$ cat src/rtl/file_header_validator_defines.svh
// Assertion macros for the header validator
`ifndef FILE_HEADER_VALIDATOR_DEFINES_SVH
`define FILE_HEADER_VALIDATOR_DEFINES_SVH

// same-cycle implication, disabled during reset
`define FHV_ASSERT_NOW(lbl, clk, rst_n, ante, cons, msg) \
    lbl: assert property (@(posedge clk) disable iff (!rst_n) (ante) |-> (cons)) \
        else $error(msg);

// next-cycle implication, disabled during reset
`define FHV_ASSERT_NEXT(lbl, clk, rst_n, ante, cons, msg) \
    lbl: assert property (@(posedge clk) disable iff (!rst_n) (ante) |=> (cons)) \
        else $error(msg);

`endif

$ cat src/rtl/fhv_pkg.sv
// Package: header layout constants, character codes and shared types
`default_nettype none

package fhv_pkg;

    localparam logic [6:0] POS_MAGIC_END  = 7'd7;
    localparam logic [6:0] POS_VEND_START = 7'd8;
    localparam logic [6:0] POS_SEP        = 7'd32;
    localparam logic [6:0] POS_USER_START = 7'd34;
    localparam logic [6:0] POS_TAIL_START = 7'd96;
    localparam logic [6:0] POS_LAST       = 7'd127;

    localparam logic [4:0] VEND_LAST_OFF  = 5'd23;
    localparam logic [5:0] USER_LAST_OFF  = 6'd61;
    localparam logic [4:0] TAIL_NL2_OFF   = 5'd30;

    localparam logic [7:0] CH_SPACE = 8'h20;
    localparam logic [7:0] CH_DASH  = 8'h2D;
    localparam logic [7:0] CH_EQ    = 8'h3D;
    localparam logic [7:0] CH_NL    = 8'h0A;
    localparam logic [7:0] CH_F     = 8'h46;

    typedef struct packed {
        logic       all_pass;
        logic       vend_space;
        logic       user_space;
        logic [5:0] user_last;
    } t_fhv_state;

    typedef struct packed {
        logic       in_user;
        logic [5:0] user_index;
        logic       done;
        logic       ok;
        logic [5:0] user_length;
    } t_fhv_res;

    localparam t_fhv_state FHV_STATE_RESET = '{
        all_pass:   1'b1,
        vend_space: 1'b0,
        user_space: 1'b0,
        user_last:  6'd0
    };

    // magic string "scdata0"
    function automatic logic [7:0] magic_char(input logic [2:0] idx);
        logic [7:0] c;
        case (idx)
            3'd0:    c = 8'h73;
            3'd1:    c = 8'h63;
            3'd2:    c = 8'h64;
            3'd3:    c = 8'h61;
            3'd4:    c = 8'h74;
            3'd5:    c = 8'h61;
            3'd6:    c = 8'h30;
            default: c = 8'h00;
        endcase
        return c;
    endfunction

endpackage

`default_nettype wire

$ cat src/rtl/file_header_validator.sv
// Top level: streaming 128-byte file header validator
// An accepted byte passes through the input register and then the result register to the result ports.
// Throughput: one byte per cycle, sustained; the only limit is output backpressure.
// Input register -> check logic -> result register; ready passes back combinationally.
// Reset (i_rst_n low, synchronous): both stages empty, position 0, pass flag set.
// Payload registers are not reset.
`default_nettype none

module file_header_validator import fhv_pkg::*; (
    input  wire logic       i_clk,
    input  wire logic       i_rst_n,
    // input byte channel
    input  wire logic       i_valid,
    output logic            o_ready,
    input  wire logic [7:0] i_header_byte,
    // result channel
    output logic            o_valid,
    input  wire logic       i_ready,
    output logic [7:0]      o_echo_byte,
    output logic            o_in_user_field,
    output logic [5:0]      o_user_index,
    output logic            o_header_done,
    output logic            o_header_ok,
    output logic [5:0]      o_user_length
);

`include "file_header_validator_defines.svh"

    // stage 1: input register
    logic       r_s1_valid;
    logic [7:0] r_s1_byte;

    // stage 2: result register
    logic       r_s2_valid;
    logic [7:0] r_s2_byte;
    t_fhv_res   r_s2_res;

    // running header state, advanced once per byte moving into stage 2
    logic [6:0] r_pos;
    t_fhv_state r_state;

    logic       s2_load;
    logic       s1_adv;
    logic       in_take;

    logic [6:0] n_pos;
    t_fhv_state n_state;
    t_fhv_res   chk_res;

    // stage 2 frees up when empty or when its transaction is taken this cycle
    assign s2_load = !r_s2_valid || i_ready;
    assign s1_adv  = r_s1_valid && s2_load;
    assign o_ready = !r_s1_valid || s2_load;
    assign in_take = i_valid && o_ready;

    fhv_check u_check (
        .i_pos       (r_pos),
        .i_byte      (r_s1_byte),
        .i_state     (r_state),
        .o_state_nxt (n_state),
        .o_pos_nxt   (n_pos),
        .o_res       (chk_res)
    );

    // control: valid bits, position and running checks
    always_ff @(posedge i_clk) begin
        if (!i_rst_n) begin
            r_s1_valid <= 1'b0;
            r_s2_valid <= 1'b0;
            r_pos      <= 7'd0;
            r_state    <= FHV_STATE_RESET;
        end else begin
            if (o_ready) begin
                r_s1_valid <= i_valid;
            end
            if (s2_load) begin
                r_s2_valid <= r_s1_valid;
            end
            if (s1_adv) begin
                r_pos   <= n_pos;
                r_state <= n_state;
            end
        end
    end

    // payload
    always_ff @(posedge i_clk) begin
        if (in_take) begin
            r_s1_byte <= i_header_byte;
        end
        if (s1_adv) begin
            r_s2_byte <= r_s1_byte;
            r_s2_res  <= chk_res;
        end
    end

    assign o_valid         = r_s2_valid;
    assign o_echo_byte     = r_s2_byte;
    assign o_in_user_field = r_s2_res.in_user;
    assign o_user_index    = r_s2_res.user_index;
    assign o_header_done   = r_s2_res.done;
    assign o_header_ok     = r_s2_res.ok;
    assign o_user_length   = r_s2_res.user_length;

    // a pass is only reported on the closing byte
    `FHV_ASSERT_NOW(a_ok_only_on_done, i_clk, i_rst_n,
        o_valid && o_header_ok, o_header_done, "header_ok without header_done")
    // a nonzero length only comes with a pass
    `FHV_ASSERT_NOW(a_len_needs_ok, i_clk, i_rst_n,
        o_valid && (o_user_length != 6'd0), o_header_ok,
        "user_length set on a failed or open header")
    // offsets outside the user field read as zero
    `FHV_ASSERT_NOW(a_index_outside_user, i_clk, i_rst_n,
        o_valid && !o_in_user_field, o_user_index == 6'd0,
        "user_index nonzero outside user field")
    // the closing byte wraps the position and restores the pass flag
    `FHV_ASSERT_NEXT(a_wrap_after_done, i_clk, i_rst_n,
        s1_adv && chk_res.done, (r_pos == 7'd0) && r_state.all_pass,
        "state not restored after header end")

endmodule

`default_nettype wire

$ cat src/rtl/fhv_check.sv
// Per-byte layout check and running-state update
`default_nettype none

module fhv_check import fhv_pkg::*; (
    input  wire logic [6:0] i_pos,
    input  wire logic [7:0] i_byte,
    input  wire t_fhv_state i_state,
    output t_fhv_state      o_state_nxt,
    output logic [6:0]      o_pos_nxt,
    output t_fhv_res        o_res
);

    logic       good;
    logic       is_sp;
    logic       is_dash;
    logic [6:0] vdiff;
    logic [6:0] udiff;
    logic [6:0] tdiff;
    logic [4:0] voff;
    logic [5:0] uoff;
    logic [4:0] toff;
    logic       done;
    t_fhv_state st;

    assign is_sp   = (i_byte == CH_SPACE);
    assign is_dash = (i_byte == CH_DASH);
    assign vdiff   = i_pos - POS_VEND_START;
    assign udiff   = i_pos - POS_USER_START;
    assign tdiff   = i_pos - POS_TAIL_START;
    assign voff    = vdiff[4:0];
    assign uoff    = udiff[5:0];
    assign toff    = tdiff[4:0];
    assign done    = (i_pos == POS_LAST);

    always_comb begin
        st              = i_state;
        good            = 1'b1;
        o_res.in_user   = 1'b0;
        o_res.user_index = 6'd0;
        if (i_pos < POS_MAGIC_END) begin
            good = (i_byte == magic_char(i_pos[2:0]));
        end else if (i_pos == POS_MAGIC_END) begin
            good = is_sp;
        end else if (i_pos < POS_SEP) begin
            // vendor field: only the pad structure is checked
            if (voff == 5'd0) begin
                st.vend_space = is_sp;
            end else if (voff < VEND_LAST_OFF) begin
                if (!is_dash) begin
                    st.vend_space = is_sp;
                end
            end else begin
                good = (i_byte == CH_NL) && i_state.vend_space;
            end
        end else if (i_pos == POS_SEP) begin
            good = (i_byte == CH_F);
        end else if (i_pos == POS_USER_START - 7'd1) begin
            good = is_sp;
        end else if (i_pos < POS_TAIL_START) begin
            o_res.in_user    = 1'b1;
            o_res.user_index = uoff;
            if (uoff == 6'd0) begin
                st.user_last  = 6'd0;
                st.user_space = is_sp;
            end else if (uoff < USER_LAST_OFF) begin
                if (!is_dash) begin
                    st.user_last  = uoff;
                    st.user_space = is_sp;
                end
            end else begin
                good = (i_byte == CH_NL) && i_state.user_space;
            end
        end else begin
            if (toff == 5'd0 || toff >= TAIL_NL2_OFF) begin
                good = (i_byte == CH_NL);
            end else begin
                good = (i_byte == CH_EQ);
            end
        end
        st.all_pass = i_state.all_pass & good;

        o_res.done        = done;
        o_res.ok          = done & st.all_pass;
        o_res.user_length = (done & st.all_pass) ? i_state.user_last : 6'd0;

        // header boundary: everything returns to reset
        if (done) begin
            o_state_nxt = FHV_STATE_RESET;
            o_pos_nxt   = 7'd0;
        end else begin
            o_state_nxt = st;
            o_pos_nxt   = i_pos + 7'd1;
        end
    end

endmodule

`default_nettype wire
$ cat config.mk
export PLATFORM = sky130hd
export DESIGN_NAME = file_header_validator
export DESIGN_NICKNAME = d
export VERILOG_FILES = /design/src/rtl/fhv_pkg.sv /design/src/rtl/file_header_validator.sv /design/src/rtl/fhv_check.sv
export VERILOG_INCLUDE_DIRS = /design/src /design/src/rtl
export SDC_FILE = /design/constraint.sdc
export NUM_CORES = 1
export LEC_CHECK = 0
export ABC_AREA = 1
export BUFFER_PORTS_ARGS = -buffer_cell sky130_fd_sc_hd__clkbuf_2
export CAP_MARGIN = 40
export CORE_MARGIN = 5
export CORE_UTILIZATION = 30
export CTS_CLUSTER_DIAMETER = 60
export DETAILED_ROUTE_END_ITERATION = 7
export PLACE_DENSITY = 0.56
export SETUP_SLACK_MARGIN = 0.02
export SLEW_MARGIN = 20
export SYNTH_ARGS = -nofsm -noshare
export SYNTH_HDL_FRONTEND = slang
export SYNTH_SLANG_ARGS = --single-unit
$ cat constraint.sdc
create_clock -name i_clk -period 2.1 [get_ports i_clk]
set_input_delay 0.315 -clock i_clk [delete_from_list [all_inputs] [get_ports i_clk]]
set_output_delay 0.315 -clock i_clk [all_outputs]
set_load 0.05 [all_outputs]
==> results of run 1 <==
## per-layer routing
layer,vias up,share of wire (%)
li1,1074,-
met1,942,48
met2,46,46
met3,8,4.3
met4,0,1.6
met5,-,0
## power by group
part	internal [W]	total [W]	switching, W
clock	0.000473	0.000781	0.000308
sequential	0.00106	0.00108	0.0000215
combinational	0.0000965	0.000301	0.000204
## per-stage QoR
step,cells,cell area [sq um]
CTS,456,3100
detailed placement,448,2960
floorplan,290,2500
global placement,448,2960
finish,457,3240
global route,457,3240
## final timing paths
| check | from | end | depth (start not counted) | slack, ns |
|---|---|---|---|---|
| max | r_pos[4] | o_user_length[1] | 16 | 0.12 |
| min | i_header_byte[7] | r_s1_byte[7] | 1 | 0.19 |
| max reg2reg | r_pos[4] | o_user_length[1] | 16 | 0.12 |
| min reg2reg | r_state[4] | r_state[4] | 2 | 0.47 |
## cell usage after synthesis, types with 2 or more instances
master	n	area share (%)
nand3_2	2	0.80
dfxtp_1	18	14
a21oi_1	14	2.8
nand2_2	4	1.0
inv_2	4	0.60
o21ai_0	7	1.4
nand4_1	3	0.75
nor3_2	3	1.2
xor2_1	3	1.1
edfxtp_1	31	37
inv_1	39	5.9
o21ai_1	4	0.80
nor2_1	45	6.8
nand2_1	60	9.0
nor3_1	6	1.2
nand3_1	23	4.6
ha_1	11	5.5
## kinds of logic (layout without fill, tap and decap cells)
kind of cell             after synthesis  count (layout)  share of synthesized area (%)
buffers and inverters                 46             108                           7.12
flip-flops                            49              49                           51.7
AND/OR/NAND/NOR                      149             149                           26.9
XOR/XNOR                               3               3                           1.05
adder cells (fa/ha/maj)               11              11                           5.51
AO/OA/AOI/OAI                         32              32                           7.67
## cell usage in the layout, fill, tap and decap left out, types with 2 or more instances in the layout
cell type  count
dfxtp_1       14
nor3_1         5
nor3_2         3
buf_4         18
inv_1         35
o21ai_0        6
a21oi_1       14
nand2_2        8
o21ai_1        4
dfxtp_2        4
nor2_2         6
nand4_1        3
inv_2          6
o21ai_2        2
bufinv_16      2
nand3_1       23
ha_1           4
nor2_1        40
clkbuf_8       5
clkbuf_2      36
nand2_1       55
ha_2           2
ha_4           5
edfxtp_1      31
xor2_1         3
## cell type report
cell class / instances / share of cell area (%)
tap: 105 / 4.06
inverter: 44 / 5.30
timing repair buffer: 56 / 10.7
clock buffer: 5 / 2.13
multi-input combinational: 195 / 35.7
sequential: 49 / 40.1
clock inverter: 3 / 2.01
## state kept, by name, indices dropped and copies added, names as in the netlist, 6 cells and up
register	flops
r_pos	7
o_echo_byte	8
r_s1_byte	8
r_state	9
o_user_index	6
o_user_length	6
## what timing repair did
action                                  CTS  global route
resized for setup                         2            35
hold buffers                              0             0
setup buffers                             0             1
pin swaps                                 0             6
endpoints found under the setup margin    7            16
==> flow_summary_export.csv, run 1 <==
group,metric,value,unit
run_status,status,"completed",
layout,drive_above_1_share,31.5,%
critical_path,crit_chain,"inv_2 -> ha_4 -> nand2_2 -> nand2_1 -> nand2_1 -> nand3_1 -> nor2_2 -> nand2_1 -> nand3_1 -> nand2_1 -> nand2_1 -> nand2_1 -> nand2_1 -> nand2_2 -> nand3_4 -> nor2_1",
logic_synthesis,synth.distinct_cells,30,
logic_synthesis,yosys_warnings,0,
clock_network,clockBufferDepth,2,
critical_path,crit_fanout,7,
sta,fin_crit,1.98,ns
global_route,grtUsageMet3,1.93,%
logic_synthesis,syn_area_per_cell,8.61,sq um
global_route,grt_pass1_vias,1976,
floorplan,dieHeight,101,um
global_route,grt_use_total,11.7,%
floorplan,core_area,8180,sq um
logic_synthesis,synth-seq-cells,49,
sta,period_share,94.2,%
critical_path,start_kind,"flop",
sta,finalMaxSlewViolations,0,
floorplan,fp.dieW,101,um
placement,place_ws,-0.0288,ns
layout,fillCellCount,830,
clock_network,cts-buffers-inserted,5,
logic_synthesis,async_flop_share,0,%
clock_network,tritoncts,"yes",
routing,vias,2070,
floorplan,start_util,30.5,%
clock_network,path_clk_slew,0.09,ns
critical_path,cpMaxStageDelayCell,"dfxtp_2",
layout,multi_input_area,1160,sq um
sta,tightest_slew,0.293,ns
global_route,grt-busiest-layer,"met2",
job,max_cap_violations,0,
routing,ant_nets,0,
logic_synthesis,yosys_most_used_dff,"edfxtp_1",
sta,skew,0.00526,ns
clock_network,cts-root-buf,"clkbuf_8",
critical_path,cp.arrival,2.04,ns
critical_path,crit_top_cell,"nand2_1",
global_route,gr-usage-met2,18.4,%
logic_synthesis,synth_edf_count,31,
placement,gp_congestion,0.855,
sta,timing.fmax,506,MHz
placement,port_buffers,36,
sta,hold_violations,0,
floorplan,rows,33,
layout,nets,374,
global_route,grt_overflow_total,0,
power_and_ir_drop,p_leak,1.39,nW
logic_synthesis,syn-cell-area,2500,sq um
global_route,grt_pass1_wl,9450,um
sta,maxSlewHeadroom,80.3,%
floorplan,io_pins,37,
routing,wl_per_cell,12.4,um
critical_path,critPathKind,"reg2reg",
power_and_ir_drop,p_per_area,668,nW/um^2
worst_hold_path,hp-class,"in2reg",
critical_path,max_stage_delay,0.36,ns
routing,first_iter_violations,117,
critical_path,cp-end-kind,"flop",
routing,drt_wl_total,5690,um
clock_network,cts-htree-levels,2,
sta,fin_ws,0.122,ns
critical_path,worst-path-buf-inv,1,
logic_synthesis,synth_nets,313,
routing,first_pass_iters,4,
layout,area_growth,29.6,%
global_route,use_met1,16.3,%
logic_synthesis,syn_inst,290,
layout,insertedDiodeCount,0,
clock_network,clk_latency,0.30,ns
global_route,antenna_found_initial,0,
logic_synthesis,synth-seq-area-share,51.7,%
layout,post-route-util,39.6,%
routing,drc,0,
routing,via_per_inst,4.53,
placement,place_hpwl,4410,um
layout,area.sequential,1300,sq um
floorplan,die_area,10200,sq um
sta,holdWs,0.189,ns
power_and_ir_drop,finalPower,0.00216,W
critical_path,required,2.16,ns
sta,setup_tns,0,ns
critical_path,critPathTopFamily,"simple AND/OR/NAND/NOR gates",
global_route,grt_max_degree,29,
power_and_ir_drop,ir_worst_vdd,287,uV
sta,setup_violations,0,
clock_network,numClockSinks,49,
No activity file was read; power rests on OpenSTA's default activity.
==> run 2: changes to the inputs <==
Settings changed: PLACE_DENSITY 0.56 to 0.55, SLEW_MARGIN 20 to default, SYNTH_HIERARCHICAL from default to 1.
==> flow_summary_export.csv, run 2 <==
group,metric,value,unit
critical_path,critPathKind,"reg2reg",
critical_path,crit_fanout,5,
sta,skew,0.0101,ns
sta,setup_violations,0,
job,max_cap_violations,0,
critical_path,r2r_setup_slack,0.13,ns
routing,ant_nets,0,
logic_synthesis,synthMostInstantiatedCell,"nand2_1",
clock_network,cts-buffers-inserted,5,
critical_path,cp.arrival,2.23,ns
power_and_ir_drop,ir_worst_vdd,230,uV
logic_synthesis,syn_inst,387,
layout,final_cell_mix,"nand2_1, inv_1, nor2_1, nand3_1, clkbuf_2",
logic_synthesis,synthTopCellsByCount,"nand2_1, inv_1, nor2_1",
placement,place_ws,0.0402,ns
sta,timing.fmax,508,MHz
logic_synthesis,synth_top_area_cell,"edfxtp_1",
layout,area_growth,24.5,%
critical_path,crit_start,"r_pos[1]",
routing,wl_per_cell,12.2,um
logic_synthesis,synth_nets,408,
layout,layout_commonest_cell,"nand2_1",
clock_network,clk_latency,0.32,ns
clock_network,hold_buffers,0,
logic_synthesis,async_flop_share,0,%
logic_synthesis,yosys_most_used_dff,"edfxtp_1",
floorplan,start_util,30.4,%
sta,fin_crit,1.97,ns
routing,first_pass_iters,4,
logic_synthesis,synth_top_area_share,31.6,%
critical_path,cpMaxStageDelayCell,"dfxtp_2",
sta,tightest_slew,0.397,ns
sta,fin_ws,0.130,ns
logic_synthesis,yosys.area_share.simple,32.8,%
placement,gp_congestion,0.894,
routing,drc,0,
power_and_ir_drop,seq_power_share,47.2,%
global_route,antenna_found_initial,0,
logic_synthesis,yosys_warnings,6,
floorplan,dieHeight,109,um
power_and_ir_drop,switching_share,33.1,%
logic_synthesis,synth-seq-area-share,43.9,%
power_and_ir_drop,p_per_area,648,nW/um^2
clock_network,tritoncts,"yes",
logic_synthesis,synth.distinct_cells,33,
critical_path,cp-end-kind,"flop",
worst_hold_path,hp-class,"in2reg",
placement,place_hpwl,5200,um
logic_synthesis,synth_fa_ha_area_share,3.83,%
clock_network,clockBufferDepth,2,
run_status,status,"completed",
global_route,grt_overflow_total,0,
sta,rsz0062_at_grt,"true",
sta,hold_violations,0,
logic_synthesis,synth_compound_area_share,6.93,%
worst_hold_path,hp-start,"i_header_byte[6]",
critical_path,required,2.36,ns
logic_synthesis,synth_edf_count,31,
floorplan,core_area,9680,sq um
worst_hold_path,holdPathEnd,"r_s1_byte[6]",
critical_path,crit_chain,"inv_4 -> ha_4 -> or2_2 -> nor2_2 -> nand2_2 -> nor2_4 -> nor2_4 -> nand2_4 -> nand2_2 -> a21oi_2 -> o21a_1 -> inv_1 -> nand3_1 -> nand2_1 -> nor2_1",
layout,nets,468,
routing,drt_wl_total,7080,um
critical_path,r2r-end,"r_state[6]",
global_route,grt_max_degree,33,
logic_synthesis,syn_area_per_cell,7.60,sq um
critical_path,r2r_cells,15,
layout,top_register,"r_state",
layout,insertedDiodeCount,0,
critical_path,start_kind,"flop",
logic_synthesis,synth-seq-cells,49,
floorplan,fp.dieW,109,um
routing,first_iter_violations,180,
power_and_ir_drop,pwr-share-clk,24.9,%
power_and_ir_drop,combPwrFrac,28.0,%
global_route,grt_use_total,12.3,%
logic_synthesis,syn-cell-area,2940,sq um
routing,vias,2602,
logic_synthesis,synthMuxAreaShare,0,%
global_route,grt_pass1_vias,2410,
clock_network,cts-root-buf,"clkbuf_8",
global_route,grt_pass1_wl,11500,um
logic_synthesis,synth_top_family_by_area,"simple AND/OR/NAND/NOR gates",
sta,finalMaxSlewViolations,0,
power_and_ir_drop,p_int,0.00159,W
sta,maxSlewHeadroom,73.6,%
floorplan,rows,36,
clock_network,numClockSinks,49,
clock_network,cts-htree-levels,2,
logic_synthesis,ys_top_cells_by_area,"edfxtp_1, dfxtp_1, nand2_1",
critical_path,timing.rr.start,"r_pos[1]",
logic_synthesis,synth_xor_area_share,0.595,%
clock_network,path_clk_slew,0.09,ns
sta,holdWs,0.177,ns
sta,period_share,93.8,%
floorplan,die_area,11900,sq um
floorplan,io_pins,37,
worst_hold_path,whs_path_depth,1,
power_and_ir_drop,p_leak,1.70,nW
layout,largest_reg_flops,9,
placement,port_buffers,36,
layout,drive_above_1_share,30.6,%
routing,via_per_inst,4.48,
power_and_ir_drop,power.switching,0.000785,W
critical_path,max_stage_delay,0.37,ns
==> run 2: cell types whose count changed after synthesis, sizes merged, moves of 5 or more <==
cell   change
nand2     +33
inv       +23
nand3     +20
a21oi     +12
nor2      +12
buf        +9
o21ai      -8
nor3       -5
==> run 2: area by class of cell <==
cell class                 instances  area [sq um]
tap                              133           166
inverter                          67           258
multi-input combinational        260          1430
clock buffer                       7          86.3
fill                            1034          6020
sequential                        49          1300
timing repair buffer              64           418
clock inverter                     1          6.26
==> run 2: layer usage <==
layer	vias to the layer above	share of wire, %	track usage (%)
met5	-	0	0
met4	0	1.8	4.96
met3	8	4.9	2.25
met2	52	47	19.6
met1	1191	46	16.5
li1	1351	-	-
==> run 2: through the flow <==
stage / cells / util, % / total power, W / setup TNS (ns) / cell area [sq um]
floorplan: 387 / - / 0.00159 / 0 / 2960
global placement: 565 / 34.8 / 0.00173 / 0 / 3370
global route: 581 / 37.8 / 0.00253 / -0.00643 / 3660
CTS: 573 / 35.7 / 0.00233 / 0 / 3460
finish: 581 / 37.8 / 0.00237 / 0 / 3660
detailed placement: 565 / 34.8 / 0.00173 / 0 / 3370
==> run 2: logic make-up after synthesis <==
kind of cell / after synthesis
AND/OR/NAND/NOR: 213
buffers and inverters: 78
adder cells (fa/ha/maj): 9
flip-flops: 49
AO/OA/AOI/OAI: 36
XOR/XNOR: 2
==> run 2: power groups by stage <==
stage | Combinational, W | Clock (W) | Sequential (W)
final | 0.000664 | 0.000591 | 0.00112
after detailed placement | 0.000589 | 0 | 0.00114
after CTS | 0.000592 | 0.000614 | 0.00112
after global placement | 0.000585 | 0 | 0.00114
after global routing | 0.000742 | 0.000656 | 0.00113
after floorplan | 0.000364 | 0 | 0.00123
==> run 2: repair_timing <==
item	in CTS	in global routing
setup endpoints to repair	0	18
setup buffers	0	8
gates resized for setup	0	47
==> run 2: worst max-delay path by stage <==
| stage | slack [ns] | to | cells after the start |
|---|---|---|---|
| 6_report | 0.13 | r_state[6] | 15 |
| 5_1_grt | -0.006 | r_state[6] | 15 |
| 4_1_cts | 0.03 | r_state[6] | 15 |
| 3_5_place_dp | 0.04 | o_user_length[3] | 13 |
| 3_3_place_gp | 0.06 | r_state[5] | 12 |
| 2_1_floorplan | 0.05 | r_state[6] | 15 |
==> run 2: worst max-delay path, delay by kind of cell (launching register included) <==
kind                     cells  cell delay (ns)
buffers and inverters        2             0.08
AND/OR/NAND/NOR             10             0.99
adder cells (fa/ha/maj)      1             0.23
AO/OA/AOI/OAI                2             0.23
flip-flops                   1             0.37
==> run 3: changes to the inputs <==
Settings changed: PLACE_DENSITY 0.55 to 0.54.
Clock period 2.1 ns to 1.95 ns, I/O delays scaled along.
==> flow_summary_export.csv, run 3 (synthesized netlist as in run 2, its figures left out) <==
group,metric,value,unit
critical_path,worstSetupEndpoint,"o_user_length[0]",
clock_network,cts-htree-levels,2,
placement,place_area,3550,sq um
routing,ant_nets,0,
layout,top_register,"r_state",
run_status,violations,"setup timing",
worst_hold_path,hp-class,"in2reg",
routing,drt_wl_total,7340,um
critical_path,cp-end-kind,"flop",
sta,setup_violations,3,
layout,final_cell_mix,"nand2_1, inv_1, buf_4, nor2_1, clkbuf_2",
power_and_ir_drop,p_per_area,705,nW/um^2
critical_path,r2r_setup_slack,-0.004,ns
layout,nets,486,
placement,dp.cells,586,
routing,first_iter_violations,135,
critical_path,r2r-end,"o_user_length[0]",
job,max_cap_violations,0,
global_route,grt_pass1_vias,2528,
clock_network,path_clk_slew,0.10,ns
run_status,status,"finished with violations",
critical_path,start_kind,"flop",
global_route,grt_use_total,12.9,%
global_route,grt_max_degree,33,
floorplan,start_util,30.4,%
layout,final_area,3930,sq um
routing,vias,2680,
sta,rsz0062_at_grt,"true",
sta,hold_violations,0,
global_route,grt_overflow_total,0,
global_route,gr-usage-met2,21.6,%
layout,layout_commonest_cell,"nand2_1",
layout,largest_reg_flops,9,
critical_path,cp.arrival,2.14,ns
placement,gp_congestion,0.866,
power_and_ir_drop,p_leak,1.82,nW
critical_path,timing.rr.start,"r_pos[1]",
global_route,use_met1,17.1,%
placement,place_hpwl,5340,um
floorplan,rows,36,
clock_network,clk_latency,0.32,ns
clock_network,tritoncts,"yes",
placement,port_buffers,36,
floorplan,fp.dieW,109,um
clock_network,clockBufferDepth,2,
clock_network,numClockSinks,49,
layout,area_growth,33.4,%
sta,timing.fmax,512,MHz
critical_path,r2r_cells,12,
floorplan,dieHeight,109,um
layout,multi_input_area,1520,sq um
sta,period_share,100,%
placement,place_ws,-0.131,ns
sta,fin_ws,-0.00391,ns
sta,maxSlewHeadroom,73.5,%
critical_path,required,2.13,ns
routing,first_pass_iters,4,
sta,fin_crit,1.95,ns
routing,wl_per_cell,12.3,um
global_route,grt_pass1_wl,12100,um
clock_network,cts-buffers-inserted,5,
floorplan,io_pins,37,
global_route,grt-busiest-layer,"met2",
clock_network,cts-root-buf,"clkbuf_8",
layout,insertedDiodeCount,0,
critical_path,crit_fanout,7,
floorplan,core_area,9680,sq um
sta,tightest_slew,0.397,ns
floorplan,die_area,11900,sq um
critical_path,critPathKind,"reg2reg",
sta,skew,0.00664,ns
layout,final_cells,599,
layout,drive_above_1_share,37.1,%
critical_path,crit_start,"r_pos[1]",
routing,via_per_inst,4.47,
layout,fillCellCount,989,
global_route,grtUsageMet3,2.13,%
layout,area.sequential,1300,sq um
power_and_ir_drop,finalPower,0.00277,W
global_route,antenna_found_initial,0,
sta,finalMaxSlewViolations,0,
power_and_ir_drop,ir_worst_vdd,386,uV
sta,setup_tns,-0.0101,ns
routing,drc,0,
run 3: cell types whose count changed in the layout (fill, tap and decap cells not counted), moves of 3 or more:
cell	previous run	this run
nor2_2	10	13
nor2_4	3	6
ha_2	5	2
nand2_2	13	20
nand3_1	38	35
nor2_1	45	39
nand3_2	6	9
buf_4	23	40
nand2_1	82	74
dfxtp_2	4	0
run 3: worst min path at each step:
stage                     start           end  slack (ns)  cells past startpoint
4_1_cts        i_header_byte[0]  r_s1_byte[0]        0.14                      1
3_3_place_gp         r_state[8]    r_state[8]        0.45                      2
5_1_grt        i_header_byte[0]  r_s1_byte[0]        0.14                      1
3_5_place_dp         r_state[8]    r_state[8]        0.46                      2
6_report       i_header_byte[0]  r_s1_byte[0]        0.15                      1
2_1_floorplan  i_header_byte[0]  r_s1_byte[0]        0.39                      0
run 3: worst max-delay path, stage by stage (launching register included):
cell     delay, ns
dfxtp_4       0.39
inv_4         0.05
ha_2          0.18
buf_4         0.15
nor2_4        0.11
nand3_2       0.10
nand2_1       0.08
nand3_1       0.09
nor2_2        0.12
nand2_2       0.09
a21oi_4       0.19
nand3_4       0.15
nor2_1        0.12
run 3: cell type report:
cell class	instances	area share (%)
clock inverter	3	1.18
sequential	49	33.2
clock buffer	5	1.75
inverter	67	6.69
tap	133	4.24
multi-input combinational	260	38.8
timing repair buffer	82	14.2
run 3: power by group:
part           internal [W]  switching (W)
sequential          0.00117      0.0000336
combinational      0.000313       0.000497
clock              0.000384       0.000370
total               0.00187       0.000900
run 3: timing repair:
action	4_1_cts	5_1_grt
hold buffers	0	0
buffers inserted	4	1
pin swaps	9	14
gates resized for setup	23	44
endpoints found under the setup margin	13	25
endpoints found under the hold margin	0	0
run 3: per-stage QoR:
step / util (%) / hold slack, ns
after floorplan: - / 0.391
after global placement: 36.6 / 0.447
after detailed placement: 36.6 / 0.464
after CTS: 38.8 / 0.136
after global routing: 40.5 / 0.138
final: 40.5 / 0.151
run 3: per-layer routing:
metal / vias up / wire length [um]
li1: 1388 / -
met2: 57 / 3510
met1: 1229 / 3400
met4: 0 / 90
met3: 6 / 337
met5: - / 0
